`config.mk`:
```
export PLATFORM = sky130hd
export DESIGN_NAME = console_user_id_scrambler_top
export DESIGN_NICKNAME = d
export VERILOG_FILES = /design/src/hdl/cuis_pkg.sv /design/src/hdl/console_user_id_scrambler_top.sv
export SDC_FILE = /design/constraint.sdc
export NUM_CORES = 1
export LEC_CHECK = 0
export BUFFER_PORTS_ARGS = -buffer_cell sky130_fd_sc_hd__buf_2
export CAP_MARGIN = 30
export CORE_MARGIN = 2
export CORE_UTILIZATION = 50
export DETAILED_ROUTE_END_ITERATION = 6
export PLACE_DENSITY = 0.78
export REMOVE_ABC_BUFFERS = 1
export SETUP_SLACK_MARGIN = 0.05
export SLEW_MARGIN = 20
export SYNTH_ARGS = -nofsm -noshare
export SYNTH_HDL_FRONTEND = slang
export SYNTH_SLANG_ARGS = --single-unit
```
`constraint.sdc`:
```
create_clock -name clock -period 3.75 [get_ports clock]
set_input_delay 0.75 -clock clock [delete_from_list [all_inputs] [get_ports clock]]
set_output_delay 0.75 -clock clock [all_outputs]
set_load 0.02 [all_outputs]
```
`src/hdl/cuis_pkg.sv`:
```
// -----------------------------------------------------------------------------
// cuis_pkg
// Constants, tables and helper functions for the user id scrambler.
// -----------------------------------------------------------------------------
package cuis_pkg;

   // Word geometry
   localparam int WORD_W  = 53;
   localparam int RES_W   = 10;
   localparam int RED_LO  = 10;
   localparam int LANES   = 6;

   // Field widths
   localparam int REGION_W = 3;
   localparam int MODEL_W  = 3;
   localparam int DEVICE_W = 32;
   localparam int GEN_W    = 16;

   // Field positions in the packed word
   localparam int REGION_POS = 50;
   localparam int MODEL_POS  = 47;
   localparam int DEVICE_POS = 15;
   localparam int GEN_POS    = 10;

   // Mixing constants
   localparam logic [RES_W:0]    POLY     = 11'h635;
   localparam logic [WORD_W-1:0] XOR_PRE  = 53'h0000B3B3B3B3B3B3;
   localparam logic [WORD_W-1:0] XOR_POST = 53'h00005E5E5E5E5E5E;
   // Sixteen-digit limit needs one bit more than the word
   localparam logic [WORD_W:0]   LIMIT_ID = 54'd9999999999999999;

   // Status codes
   localparam logic STATUS_OK    = 1'b0;
   localparam logic STATUS_FATAL = 1'b1;

   // Destination byte lane for each source byte lane
   localparam logic [2:0] LANE_DEST [LANES] = '{3'd1, 3'd5, 3'd0, 3'd4, 3'd2, 3'd3};

   typedef logic [WORD_W-1:0][RES_W-1:0] res_tab_type;

   // Residue of x^pos modulo POLY for every bit position of the word
   function automatic res_tab_type calc_res_tab();
      res_tab_type        tab;
      logic [WORD_W-1:0]  rem;
      logic [WORD_W-1:0]  poly_ext;
      tab      = '0;
      poly_ext = {{(WORD_W-RES_W-1){1'b0}}, POLY};
      for (int pos = 0; pos < WORD_W; pos++) begin
         rem = '0;
         rem[pos] = 1'b1;
         for (int i = 0; i <= WORD_W-1-RED_LO; i++) begin
            if (rem[WORD_W-1-i]) begin
               rem = rem ^ (poly_ext << (WORD_W-1-RED_LO-i));
            end
         end
         tab[pos] = rem[RES_W-1:0];
      end
      return tab;
   endfunction

   localparam res_tab_type RES_TAB = calc_res_tab();

   // Fixed 4-bit substitution
   function automatic logic [3:0] nib_sub(input logic [3:0] n);
      logic [3:0] s;
      case (n)
         4'h0:    s = 4'h4;
         4'h1:    s = 4'hB;
         4'h2:    s = 4'h7;
         4'h3:    s = 4'h9;
         4'h4:    s = 4'hF;
         4'h5:    s = 4'h1;
         4'h6:    s = 4'hD;
         4'h7:    s = 4'h3;
         4'h8:    s = 4'hC;
         4'h9:    s = 4'h2;
         4'hA:    s = 4'h6;
         4'hB:    s = 4'hE;
         4'hC:    s = 4'h8;
         4'hD:    s = 4'h0;
         4'hE:    s = 4'hA;
         4'hF:    s = 4'h5;
         default: s = 4'h0;
      endcase
      return s;
   endfunction

endpackage

```
`src/hdl/console_user_id_scrambler_top.sv`:
```
// -----------------------------------------------------------------------------
// console_user_id_scrambler_top
// Packs a request, reduces it modulo a fixed polynomial and scrambles it into
// a 53-bit user id with a range status.
// -----------------------------------------------------------------------------
//
//   channel   ports                          handshake
//   --------  -----------------------------  -----------------------------
//   request   req_region_code .. req_gen...  start high, busy low
//   response  rsp_user_id, rsp_status        rsp_valid, one cycle, no stall
//
// One item per cycle; each result passes through the request register, then the
// response register around one pass of the combinational mixing logic.
// busy is always low: the pipeline never fills since the receiver cannot stall.
// Synchronous reset clears the valid flags only; payload registers are not reset.
//
module console_user_id_scrambler_top
   import cuis_pkg::*;
(
   input  logic                clock,
   input  logic                reset,
   input  logic                start,
   output logic                busy,
   input  logic [REGION_W-1:0] req_region_code,
   input  logic [MODEL_W-1:0]  req_model_code,
   input  logic [DEVICE_W-1:0] req_device_id,
   input  logic [GEN_W-1:0]    req_generation_count,
   output logic                rsp_valid,
   output logic [WORD_W-1:0]   rsp_user_id,
   output logic                rsp_status
);

   logic                req_valid_ff;
   logic [REGION_W-1:0] region_ff;
   logic [MODEL_W-1:0]  model_ff;
   logic [DEVICE_W-1:0] device_ff;
   logic [GEN_W-1:0]    gen_ff;

   logic                rsp_valid_ff;
   logic [WORD_W-1:0]   user_id_ff;
   logic                status_ff;

   logic [WORD_W-1:0]   user_id_in;
   logic                status_in;

   logic [WORD_W-1:0]   packed_w;
   logic [RES_W-1:0]    residue;
   logic [WORD_W-1:0]   mixed_w;
   logic [WORD_W-1:0]   rot_w;
   logic [WORD_W-1:0]   sub_w;
   logic [WORD_W-1:0]   perm_w;
   logic [WORD_W-1:0]   final_w;

   assign busy = 1'b0;

   // Capture the request
   always_ff @(posedge clock) begin
      if (reset) begin
         req_valid_ff <= 1'b0;
      end else begin
         req_valid_ff <= start;
      end
      region_ff <= req_region_code;
      model_ff  <= req_model_code;
      device_ff <= req_device_id;
      gen_ff    <= req_generation_count;
   end

   // Pack the fields; device id and counter overlap and are ORed
   always_comb begin
      packed_w = (WORD_W'(region_ff) << REGION_POS)
               | (WORD_W'(model_ff)  << MODEL_POS)
               | (WORD_W'(device_ff) << DEVICE_POS)
               | (WORD_W'(gen_ff)    << GEN_POS);
   end

   // Reduce modulo the polynomial as an XOR of per-bit residues
   always_comb begin
      residue = '0;
      for (int j = RED_LO; j < WORD_W; j++) begin
         if (packed_w[j]) begin
            residue = residue ^ RES_TAB[j];
         end
      end
   end

   // Fold the residue back, whiten, rotate, substitute, permute, rotate, whiten
   always_comb begin
      mixed_w = (packed_w | WORD_W'(residue)) ^ XOR_PRE;
      rot_w   = {mixed_w[RED_LO-1:0], mixed_w[WORD_W-1:RED_LO]};

      sub_w = rot_w;
      for (int i = 0; i < LANES; i++) begin
         sub_w[8*i +: 8] = {nib_sub(rot_w[8*i+4 +: 4]), nib_sub(rot_w[8*i +: 4])};
      end

      perm_w = sub_w;
      for (int i = 0; i < LANES; i++) begin
         perm_w[8*int'(LANE_DEST[i]) +: 8] = sub_w[8*i +: 8];
      end

      final_w    = {perm_w[WORD_W-2:0], perm_w[WORD_W-1]} ^ XOR_POST;
      user_id_in = final_w;
      status_in  = ({1'b0, final_w} > LIMIT_ID) ? STATUS_FATAL : STATUS_OK;
   end

   // Hold the result for its single strobe cycle
   always_ff @(posedge clock) begin
      if (reset) begin
         rsp_valid_ff <= 1'b0;
      end else begin
         rsp_valid_ff <= req_valid_ff;
      end
      user_id_ff <= user_id_in;
      status_ff  <= status_in;
   end

   assign rsp_valid   = rsp_valid_ff;
   assign rsp_user_id = user_id_ff;
   assign rsp_status  = status_ff;

endmodule

```
==> results of run 1 <==
==> routing by layer <==
layer	global-route usage (%)	share of wire, %
met2	31.8	50
met1	22.9	43
met3	4.45	6.0
met4	6.37	1.2
met5	0	0
==> cell type report <==
cell class                      instances  area (um^2)
Clock buffer                           10          128
Clock inverter                          6         37.5
Fill cell                             833         4010
Inverter                               34          133
Multi-Input combinational cell        285         2500
Sequential cell                       109         2180
Tap cell                              133          166
Timing Repair Buffer                  113          573
==> logic make-up after synthesis <==
family,count (synthesis)
flip-flops,109
XOR/XNOR,100
AO/OA/AOI/OAI,85
AND/OR/NAND/NOR,67
buffers and inverters,62
adder cells (fa/ha/maj),24
multiplexers,7
other,1
==> report_power, final <==
part	switching, W	internal, W	total, W
logic	0.000692	0.000679	0.00137
clock network	0.000373	0.000242	0.000615
registers	0.0000828	0.00132	0.00140
total	0.00115	0.00224	0.00339
==> critical path: stages (launching register included) <==
cell and delay (ns):
dfxtp_1 0.49, inv_1 0.13, ha_1 0.41, xnor2_1 0.22, xnor3_1 0.28, xnor3_1 0.24
xnor3_4 0.35, inv_1 0.12, ha_1 0.23, nor3_1 0.22, a211oi_2 0.07
==> flip-flops by register name, summed over array words and instances (netlist names) <==
| register | flops |
|---|---|
| rsp_user_id | 53 |
| device_ff | 32 |
| gen_ff | 16 |
| model_ff | 3 |
| region_ff | 3 |
| req_valid_ff | 1 |
| rsp_valid | 1 |
==> layout by cell type, fill, tap and decap left out, types with 5 or more instances in the layout <==
master,instances
ha_1,24
nor3_1,5
buf_2,110
inv_1,33
nand2_1,26
xnor3_1,16
xor2_1,10
o21ai_0,42
xnor3_2,5
clkbuf_8,9
xnor2_1,60
nor2_1,19
mux2i_1,6
dfxtp_1,109
a31oi_1,6
a21oi_1,14
==> final timing paths <==
path | from | end | slack [ns] | depth (start not counted)
setup / recovery | gen_ff[0] | rsp_user_id[30] | 0.90 | 10
hold / removal | req_valid_ff | rsp_valid | 0.45 | 1
setup reg to reg | gen_ff[0] | rsp_user_id[30] | 0.90 | 10
hold reg to reg | req_valid_ff | rsp_valid | 0.45 | 1
==> stage by stage <==
step           instances  area, um^2  power, W  utilization [%]  hold WS [ns]
2_1_floorplan        428        4820   0.00248                -         0.414
3_3_place_gp         674        5560   0.00278             57.1         0.421
3_5_place_dp         674        5560   0.00281             57.1         0.433
4_1_cts              690        5720   0.00344             58.8         0.452
5_1_grt              690        5720   0.00361             58.8         0.450
6_report             690        5720   0.00339             58.8         0.452
==> metrics.txt, run 1 <==
Detailed Route WL 9850 um; synth cell count leaders dfxtp_1, xnor2_1, o21ai_0; PortBufs 110; final setup vio count 0; drt drc 0; via count 3321; status finished, final reports clean; Synth warnings 0; share of cells above drive strength 1 a little over a quarter; Syn Inst Count 455; slew margin rel. 56.4%; Seq/Total Area, Yosys ~44%; Layout Skew 0.0103 ns; Skew-Pair Late Insertion Delay ~0.37 ns; Synth Area per Inst ~11 um^2; row count 36; Pwr Density 592 nW/um^2; cell taking the most area after synthesis dfxtp_1; Fmax achieved between 300 and 400 MHz; initial DRC count around 140; TNS Setup 0 ns; post-route ant nets 0; core area 9730 um^2; Post-synth EDFFs 0; Syn Std Cell Area 5000 um^2; kind of critical path register to register; count of state elements after synthesis 109; post-synthesis simple-gate area fraction 5.95%; clock sinks about 110; grt ovf 0; Worst EP required 4.01 ns; synth unique cells 48; hpwl dp between 7000 and 8000 um; DIE HEIGHT about 100 um; Vias/cell 4.81; largest net degree at the start of global routing 18; max cap viols 0; top cells by area, synth dfxtp_1, xnor2_1, xnor3_1, ha_1, o21ai_0; most frequent cell after synthesis dfxtp_1; Clock Pin Slew Worst Setup and Hold Paths about 0.10 ns; H-Tree Depth 3; Total GRT Usage roughly 19%; Setup crit start kind register; final hold vios 0; ys async rst share 0%; CP Capture Type register; pins over their slew limit 0; DR WL/cell approximately 14 um; Pleak ~2.7 nW; first-pass GRT wire length 15700 um; clk buf depth 2; nets between 600 and 700; hold_buf cts 0; Worst Hold Class register to register; Worst VDD drop 0.000430 V; Synth Area in Compound Gates around a tenth; worst setup margin 0.896 ns; Initial Utilization about half; top cell type's share of synthesized area a little over two fifths; gpl congestion just under 0.9; I/O Pins roughly 110; die span in x about 100 um; cts bufs inserted 9; Worst-Margin Slew between 0.6 and 0.7 ns; Layout area overhead 14.4%; unrepaired setup endpoints after global routing no; Synth Area in Adders under 10%; drt pass-1 iters 4; fin crit period between 2 and 3 ns; ant diodes 0; full die area 10800 um^2; Clock Tree Root clkbuf_8; post-CTS sizing 0; post-route clock period utilization between 70 and 80%; initial antenna violation count 0; combinational family with the most area after synthesis XOR/XNOR gates; CTS tree built; worst-path fanout max 7; vias in the first global route about 3300; post-synthesis xor/xnor area fraction between 20% and 30%; Most used DFF post-synth dfxtp_1; CP Data Arrival Time approximately 3.1 ns; pre-CTS setup slack 0.933 ns; post-synthesis mux area share under 10%; post-CTS setup buffer count 0
Power figures use the tool's default switching activity.
==> run 2: changes to the inputs <==
Settings changed: ABC_AREA set to 1, PLACE_DENSITY 0.78 to 0.79.
Clock period 3.75 ns to 2.55 ns, I/O delays scaled along.
==> metrics.txt, run 2 <==
status finished, final reports clean; Buf/Inv on CP 5; initial DRC count approximately 310; Critical Path, Cell by Cell inv_1 -> ha_1 -> xnor2_1 -> inv_1 -> nand2_1 -> nand2_1 -> nand2_1 -> nand2_1 -> inv_1 -> nand2_1 -> nand2_2 -> inv_2 -> ha_1 -> nand3b_1 -> nand2_1 -> inv_1 -> nand2_1 -> nand2_1; Post-synth EDFFs 0; unrepaired setup endpoints after global routing no; nets a little under 1000; Synth warnings 0; cts bufs inserted 9; initial antenna violation count 0; Worst Hold End device_ff[28]; ant diodes 0; Skew-Pair Late Insertion Delay around 0.36 ns; Detailed Route WL between 10000 and 15000 um; max reg flops 53; Layout Skew 0.0139 ns; TNS Setup 0 ns; Worst EP required around 2.8 ns; DIE HEIGHT 112 um; I/O Pins ~110; most frequent cell after synthesis nand2_1; Seq/Total Area, Yosys a little under two fifths; H-Tree Depth 3; synth unique cells 36; fin crit period approximately 2.3 ns; FF-to-FF End rsp_user_id[30]; Slowest-stage cell, CP dfxtp_2; Synth Area per Inst around 7.4 um^2; full die area roughly 13000 um^2; synth cell count leaders nand2_1, dfxtp_1, xor2_1; Pleak roughly 3.7 nW; worst setup margin 0.291 ns; top cells by area, synth dfxtp_1, nand2_1, xor2_1, ha_1, xnor2_1; drt pass-1 iters 7; crit-path max cell delay roughly 0.36 ns; CP Capture Type register; drt drc 0; post-route ant nets 0; most frequent cells in the layout nand2_1, buf_2, dfxtp_1, xor2_1, inv_1; reg2reg path depth 18; kind of critical path register to register; Hold Path Stages 1; Fmax achieved approximately 440 MHz; DR WL/cell 12.1 um; max cap viols 0; clock sinks 109; count of state elements after synthesis approximately 110; Pwr Density about 730 nW/um^2; post-route clock period utilization between 80 and 90%; final hold vios 0; most common cell after layout, fill and taps aside nand2_1; Total GRT Usage about a fifth; gpl congestion 0.933; Layout area overhead 17.4%; Syn Inst Count slightly below 800; top cell type's share of synthesized area between 30% and 40%; cell family with most CP delay simple AND/OR/NAND/NOR gates; Clock Tree Root clkbuf_16; share of cells above drive strength 1 roughly a quarter; largest net degree at the start of global routing 20; hpwl dp around 10000 um; Clock Pin Slew Worst Setup and Hold Paths 0.08 ns; Vias/cell between 4 and 5; Worst path most repeated cell nand2_1; cell taking the most area after synthesis dfxtp_1; row count 39; Syn Std Cell Area ~5800 um^2; Worst VDD drop 0.000623 V; grt ovf 0; Worst Hold Class input port to register; hold_buf cts 0; worst-path fanout max 5; final setup vio count 0; FF-to-FF setup slack ~0.29 ns; clk buf depth 2; ys async rst share 0%; reg2reg start gen_ff[0]; Setup crit start kind register; Most used DFF post-synth dfxtp_1; Initial Utilization between 50% and 60%; filler cell count about 1100; CTS tree built; pins over their slew limit 0; core area between 10000 and 15000 um^2; die span in x 112 um; via count a little over 5000; Hold Startpoint req_device_id[28]; total power ~0.0050 W; CP Data Arrival Time approximately 2.5 ns; PortBufs 110; first-pass GRT wire length 21200 um; vias in the first global route around 4600; pre-CTS setup slack between 0.2 and 0.25 ns
[run 2: kinds of logic (layout without fill, tap and decap cells)]
| family | count (synthesis) | count (layout) | share of synthesized area [%] |
|---|---|---|---|
| AND/OR/NAND/NOR | 373 | 373 | 27.5 |
| buffers and inverters | 115 | 238 | 7.92 |
| flip-flops | 109 | 109 | 37.3 |
| XOR/XNOR | 98 | 98 | 15.3 |
| AO/OA/AOI/OAI | 73 | 73 | 6.79 |
| adder cells (fa/ha/maj) | 24 | 24 | 5.14 |
| other | 1 | 2 | 0.0642 |
[run 2: worst max-delay path by stage]
stage / startpoint / end / slack (ns) / cells after the start
4_1_cts: gen_ff[0] / rsp_user_id[30] / 0.23 / 16
5_1_grt: gen_ff[0] / rsp_user_id[30] / 0.05 / 18
2_1_floorplan: gen_ff[1] / rsp_user_id[30] / 0.41 / 16
3_5_place_dp: gen_ff[0] / rsp_user_id[30] / 0.24 / 16
3_3_place_gp: gen_ff[0] / rsp_user_id[30] / 0.29 / 16
6_report: gen_ff[0] / rsp_user_id[30] / 0.29 / 18
[run 2: layout make-up]
class	count	area, um^2	area share, %
clock buffer	10	239	3.48
clock inverter	6	53.8	0.784
inverter	103	387	5.63
multi-input combinational	570	3200	46.7
sequential	109	2180	31.8
tap	143	179	2.61
timing repair buffer	119	618	9.00
[run 2: worst reg2reg max path: stages, from the launching register on]
cell and delay [ns]:
dfxtp_2 0.36, inv_1 0.06, ha_1 0.36, xnor2_1 0.20, inv_1 0.06, nand2_1 0.08
nand2_1 0.05, nand2_1 0.05, nand2_1 0.07, inv_1 0.05, nand2_1 0.05, nand2_2 0.08
inv_2 0.06, ha_1 0.28, nand3b_1 0.15, nand2_1 0.06, inv_1 0.03, nand2_1 0.05
nand2_1 0.04
[run 2: what timing repair did]
action,CTS,global route
setup endpoints to repair,0,4
gates resized for setup,0,2
setup buffers,0,0
[run 2: power by group]
part	internal, W	switching (W)	total (W)
Combinational	0.000605	0.00101	0.00162
Sequential	0.00193	0.000104	0.00203
Clock	0.000707	0.000637	0.00134
Total	0.00324	0.00176	0.00500
[run 2: through the flow]
stage	hold WS (ns)	utilization [%]	cells	cell area, um^2
detailed placement	0.399	57.5	1044	6570
finish	0.245	60.1	1060	6860
CTS	0.236	60.1	1060	6860
global route	0.235	60.1	1060	6860
global placement	0.396	57.5	1044	6570
floorplan	0.388	-	782	5770
[run 2: layer usage]
layer	routed length (um)	vias up	global-route usage, %
li1	-	2680	-
met1	5820	2259	26.7
met2	5760	148	33.9
met3	798	31	5.08
met4	426	0	9.92
met5	0	-	0
